## src/design/rcbi_pkg.sv

```systemverilog
// Package for the ray / convex box intersection block.
// Holds shared constants, controller state type and the command/status structs.
package rcbi_pkg;

    localparam int NumFaces  = 6;
    localparam int CoordBits = 16;
    localparam int FracBits  = 12;
    localparam int IdxBits   = 3;
    localparam int DivBits   = 64;

    localparam logic REQ_LOAD = 1'b0;
    localparam logic REQ_RAY  = 1'b1;

    typedef enum logic [2:0] {
        S_IDLE,
        S_DOT,
        S_LAUNCH,
        S_DIV,
        S_SIDE,
        S_NEXT,
        S_DONE
    } t_state;

    // controller -> datapath
    typedef struct packed {
        logic init;       // latch ray, clear best
        logic dot;        // form num/den for current face
        logic div_start;  // launch the dividers
        logic side;       // side test, one face j per cycle
        logic side_clr;   // reset side check for a new face
        logic keep;       // update best if this face passed
        logic [IdxBits-1:0] face;
        logic [IdxBits-1:0] face_j;
    } t_cmd;

    // datapath -> controller
    typedef struct packed {
        logic den_zero;
        logic div_done;
    } t_status;

endpackage

```

## src/design/rcbi_ctrl.sv

```systemverilog
// Controller of the ray / box block: sequences faces, divide and side tests.
// Depends on rcbi_pkg for the state type and command/status structs.
module rcbi_ctrl #(
    parameter int NUM_FACES = rcbi_pkg::NumFaces
) (
    input  logic             i_clk,
    input  logic             i_rst_n,
    input  logic             i_go,
    input  rcbi_pkg::t_status i_stat,
    output rcbi_pkg::t_cmd   o_cmd,
    output logic             o_busy,
    output logic             o_done
);
    localparam int IB = rcbi_pkg::IdxBits;

    rcbi_pkg::t_state r_state, n_state;
    logic [IB-1:0] r_face, r_j;

    always_comb begin
        n_state = r_state;
        unique case (r_state)
            rcbi_pkg::S_IDLE: if (i_go) n_state = rcbi_pkg::S_DOT;
            rcbi_pkg::S_DOT:  n_state = rcbi_pkg::S_LAUNCH;
            rcbi_pkg::S_LAUNCH:
                n_state = i_stat.den_zero ? rcbi_pkg::S_NEXT : rcbi_pkg::S_DIV;
            rcbi_pkg::S_DIV:
                if (i_stat.div_done) n_state = rcbi_pkg::S_SIDE;
            rcbi_pkg::S_SIDE:
                if (r_j == IB'(NUM_FACES - 1)) n_state = rcbi_pkg::S_NEXT;
            rcbi_pkg::S_NEXT:
                n_state = (r_face == IB'(NUM_FACES - 1)) ? rcbi_pkg::S_DONE
                                                        : rcbi_pkg::S_DOT;
            rcbi_pkg::S_DONE: n_state = rcbi_pkg::S_IDLE;
            default: n_state = rcbi_pkg::S_IDLE;
        endcase
    end

    always_ff @(posedge i_clk) begin
        if (!i_rst_n) begin
            r_state <= rcbi_pkg::S_IDLE;
            r_face  <= '0;
            r_j     <= '0;
        end else begin
            r_state <= n_state;
            if (r_state == rcbi_pkg::S_IDLE) r_face <= '0;
            else if (r_state == rcbi_pkg::S_NEXT) r_face <= r_face + 1'b1;
            if (r_state == rcbi_pkg::S_SIDE) r_j <= r_j + 1'b1;
            else r_j <= '0;
        end
    end

    always_comb begin
        o_cmd           = '0;
        o_cmd.face      = r_face;
        o_cmd.face_j    = r_j;
        o_cmd.init      = (r_state == rcbi_pkg::S_IDLE) && i_go;
        o_cmd.dot       = (r_state == rcbi_pkg::S_DOT);
        // parallel faces never start the dividers
        o_cmd.div_start = (r_state == rcbi_pkg::S_LAUNCH) && !i_stat.den_zero;
        o_cmd.side_clr  = (r_state == rcbi_pkg::S_DOT);
        o_cmd.side      = (r_state == rcbi_pkg::S_SIDE);
        o_cmd.keep      = (r_state == rcbi_pkg::S_NEXT);
        o_busy          = (r_state != rcbi_pkg::S_IDLE);
        o_done          = (r_state == rcbi_pkg::S_DONE);
    end
endmodule

```

## config.mk

```make
export PLATFORM = sky130hd
export DESIGN_NAME = rcbi_ctrl
export DESIGN_NICKNAME = d
export VERILOG_FILES = /design/src/design/rcbi_pkg.sv /design/src/design/rcbi_ctrl.sv
export SDC_FILE = /design/constraint.sdc
export NUM_CORES = 1
export LEC_CHECK = 0
export BUFFER_PORTS_ARGS = -buffer_cell sky130_fd_sc_hd__buf_4
export CAP_MARGIN = 40
export CORE_MARGIN = 8
export CORE_UTILIZATION = 30
export DETAILED_ROUTE_END_ITERATION = 10
export SLEW_MARGIN = 15
export SYNTH_ARGS = -nofsm -noshare
export SYNTH_HDL_FRONTEND = slang
export SYNTH_SLANG_ARGS = --single-unit
```

## constraint.sdc

```tcl
create_clock -name i_clk -period 2 [get_ports i_clk]
set_input_delay 0.1 -clock i_clk [delete_from_list [all_inputs] [get_ports i_clk]]
set_output_delay 0.1 -clock i_clk [all_outputs]
set_load 0.05 [all_outputs]
```

Word-level counts from Yosys, hierarchy flattened

Index checks and enable logic that the tools add are counted.
Widths: inputs -> output; s select.

Register bits: 9
Bits of input ports: 5
Output and inout bits: 14
Logic and storage cells: 31

$add $sub $neg: 2
Equality and inequality tests: 11
Muxes and demuxes: 6
Bitwise logic cells: 1
Reduce and logical (&&, ||, !) cells: 8

Operator list:

| operator            | count |
|---|---|
| $pmux 3 s6          | 1 |
| $eq 3x3->1 const B  | 5 |
| $mux 3              | 5 |
| $add 3x1->3 const B | 2 |
| $eq 3x2->1 const B  | 2 |
| $ne 2x2->1 const B  | 2 |
| $eq 3x1->1 const B  | 1 |
| $logic_not 3->1     | 1 |
| $reduce_and 3->1    | 1 |
| $reduce_bool 3->1   | 1 |
| $logic_and 1x1->1   | 2 |
| $ne 2x1->1 const B  | 1 |
| $reduce_and 2->1    | 1 |
| $reduce_or 2->1     | 1 |
| $logic_not 1->1     | 1 |
| $not 1->1           | 1 |

Logic depth before layout (Yosys ltp)

Word-level depth: 3
Gate-level depth with buffers: 6
Mapped depth without buffers: 6

Worst setup path before layout

No wires, ideal clock.

Kind: flip-flop to output port
Start point: register r_state[1]
End point: output o_cmd[9] (netlist bit)
Data arrival time: 2038 ps
Data required time: 1900 ps
Setup slack: -138 ps
Cell stages (with the launch flop): 2
Buffers on the path: 0
Path through: dfxtp_1 -> nor4b_1

RTL lines:

| element                  | line            | RTL |
|---|---|---|
| start: declaration       | rcbi_ctrl.sv:16 | `rcbi_pkg::t_state r_state, n_state;` |
| start signal: assignment | rcbi_ctrl.sv:40 | `r_state <= rcbi_pkg::S_IDLE;` |
| start signal: assignment | rcbi_ctrl.sv:44 | `r_state <= n_state;` |
| end: declaration         | rcbi_ctrl.sv:10 | `output rcbi_pkg::t_cmd o_cmd,` |

==> results.yml <==
clocking:
  clk-insertion-delay-late_ns: 0.26
  cts-root-buf: "clkbuf_4"
  cts_tree: "done"
  cts_sinks: 9
  clockBufferDepth: 2
  post-cts-setup-buffer-count: 0
  ctsHoldBuffers: 0
  numCtsBuffers: 3
  htree_num_levels: 1
  path_clk_slew_ns: 0.06
  cts_resized: 0
worst_setup_path:
  worstPathArrival_ns: 1.39
  r2r-end: "r_state[0]"
  path_max_fanout: 9
  r2r_slack_ns: 0.77
  crit_start: "r_state[2]"
  critical_path_required_ns: 1.90
  worstSetupEndpoint: "o_cmd[11]"
  worstRegToRegCells: 4
  start_kind: "register"
  worstSetupEndpointType: "output port"
  r2r-start: "r_state[0]"
  crit_type: "register to output port"
placed_design:
  gp_congestion: 0.8441
  dp_hpwl_um: 877
  io_buffer_count: 18
  dpl.cell_count: 92
pwr:
  clkPwrFrac_pct: 21.5
  ir_worst_vdd_mv: 0.4951
  leakage_nw: 0.3079
  power.switching_w: 0.0002809
  power_frac_comb_pct: 44.1
  p_per_area_mw_per_mm2: 961.7
  swShare_pct: 43.79
  power_frac_seq_pct: 34.4
  p_int_w: 0.0003605
floorplan:
  ios: 19
  fp.dieH_um: 56.38
  fp-row-count: 14
  core_area_mm2: 0.001524
  dieArea_mm2: 0.003179
  initial_utilization_pct: 32.10
  die_w_um: 56.38
drt:
  wl_mm: 1.104
  first_iter_violations: 6
  via_per_inst: 4.771
  ant_nets: 0
  firstDrtPassIters: 4
  via_count: 458
  wire_per_inst_um: 11.50
  post-route-drc-count: 0
timing:
  rsz0062_at_grt: "no"
  tns_ns: 0
  drv_slew: 0
  setup_viol: 0
  max_freq_mhz: 672.0
  slew_headroom_pct: 81.47
  tightest_slew_ns: 0.2776
  whs_ns: 0.08417
  finalHoldViolations: 0
  finalCritPeriodShare_pct: 74.40
  fin_skew_ns: 0.002457
  layout_min_cycle_time_ns: 1.488
logic_synthesis:
  syn_area_um2: 489.2
  avgSynthCellArea_um2: 8.154
  yosysSeqAreaShare_pct: 36.83
  synth-seq-cells: 9
  synth.area.top_cells: "dfxtp_1 (37%), ha_1 (10%), nor2_1 (8.4%)"
  yosys_warnings: 0
  syn_nets: 69
  synth_top_area_share_pct: 36.83
  synth_cells: 60
  synth_largest_area_cell: "dfxtp_1"
  synth.distinct_cells: 25
grt:
  grt_pass1_vias: 466
  grt_start_max_net_pins: 10
  grt.total_usage_pct: 7.337
  grt_pass1_wl_mm: 1.959
  gr-total-overflow: 0
  antenna_found_initial: 0
finish:
  layout_commonest_cell: "buf_4"
  area_delta_synth_final_pct: 36.32
  final_layout_size_suffix_gt1_share_pct: 31.25
  final_cell_mix: "buf_4 (18), nor2_1 (11), dfxtp_1 (9), nand2_1 (5), ha_1 (4)"
  multi_input_area_um2: 290.3
  stdcell_count: 96
  seqCellArea_um2: 180.2
  fin_nets: 90
  num_antenna_cells: 0
  fill_cells: 159
status:
  status: "finished clean"
hold_path:
  hold_class: "input port to register"
flow_run:
  maxCapViolCount: 0
-- area by class of cell --
type / count / share of cell area [%]
inverters: 4 / 2.251
well taps: 16 / 3.002
flip-flops and latches: 9 / 27.02
clock buffers: 4 / 3.940
repair buffers: 18 / 20.26
multi-input cells: 45 / 43.53
-- stage by stage --
stage | worst slack (ns) | area, um^2 | util [%] | power, W
after global placement | 0.8135 | 640.6 | 42.04 | 0.0005052
after global routing | 0.4402 | 666.9 | 43.76 | 0.0006798
after floorplan | 0.1783 | 500.5 | - | 0.0004338
after CTS | 0.4895 | 666.9 | 43.76 | 0.0006489
final | 0.5119 | 666.9 | 43.76 | 0.0006413
after detailed placement | 0.7844 | 640.6 | 42.04 | 0.0005072
-- flip-flops by register name (all words and copies together), names as in the netlist --
name / cells
r_face: 3
r_state: 3
r_j: 3
-- routing by layer --
layer | wire length [um] | global-route usage (%) | vias up
li1 | - | - | 243
met1 | 537 | 9.045 | 194
met2 | 462 | 9.984 | 21
met3 | 104 | 4.944 | 0
met4 | 0 | 2.062 | 0
met5 | 0 | 0 | -
-- cells in the mapped netlist, drive strengths merged --
cell type,count
ha,4
nor2,11
dfxtp,9
nor4b,1
nor3,1
xor2,1
buf,2
or3,2
a21oi,2
and2,1
inv,4
and3,1
a21boi,2
o21ai,1
xnor2,2
a211oi,1
nor2b,1
and3b,1
nand2b,3
a21o,1
nand2,6
o22ai,3
-- worst max-delay path, stage by stage, from the launching register on --
cell and delay (ns):
dfxtp_1 0.38, or3_1 0.43, nor2_1 0.11, buf_4 0.20
-- worst min-delay path by stage --
stage,start,end,slack (ns),cells past startpoint
floorplan,i_rst_n,r_state[1],0.22,1
global placement,i_rst_n,r_state[1],0.35,2
detailed placement,i_rst_n,r_state[1],0.35,2
CTS,i_rst_n,r_state[1],0.08,2
global route,i_rst_n,r_state[1],0.09,2
finish,i_rst_n,r_state[1],0.08,2
-- power groups by stage --
stage	Combinational, W	Sequential [W]	Clock, W
global placement	0.000280	0.000225	0
finish	0.000283	0.000221	0.000138
CTS	0.000283	0.000221	0.000145
floorplan	0.000210	0.000224	0
global route	0.000300	0.000225	0.000154
detailed placement	0.000283	0.000225	0
-- cells by family (layout without fill, tap and decap cells) --
group / Yosys count / in the layout / synth area share [%]
and+or+nand+nor: 28 / 28 / 28.39
buffers and inverters: 6 / 26 / 6.136
AOI/OAI and AO/OA: 10 / 10 / 13.05
adders and majority gates: 4 / 4 / 10.23
DFF: 9 / 9 / 36.83
xor gates and xnor gates: 3 / 3 / 5.372
(Power assumes the default switching activity.)
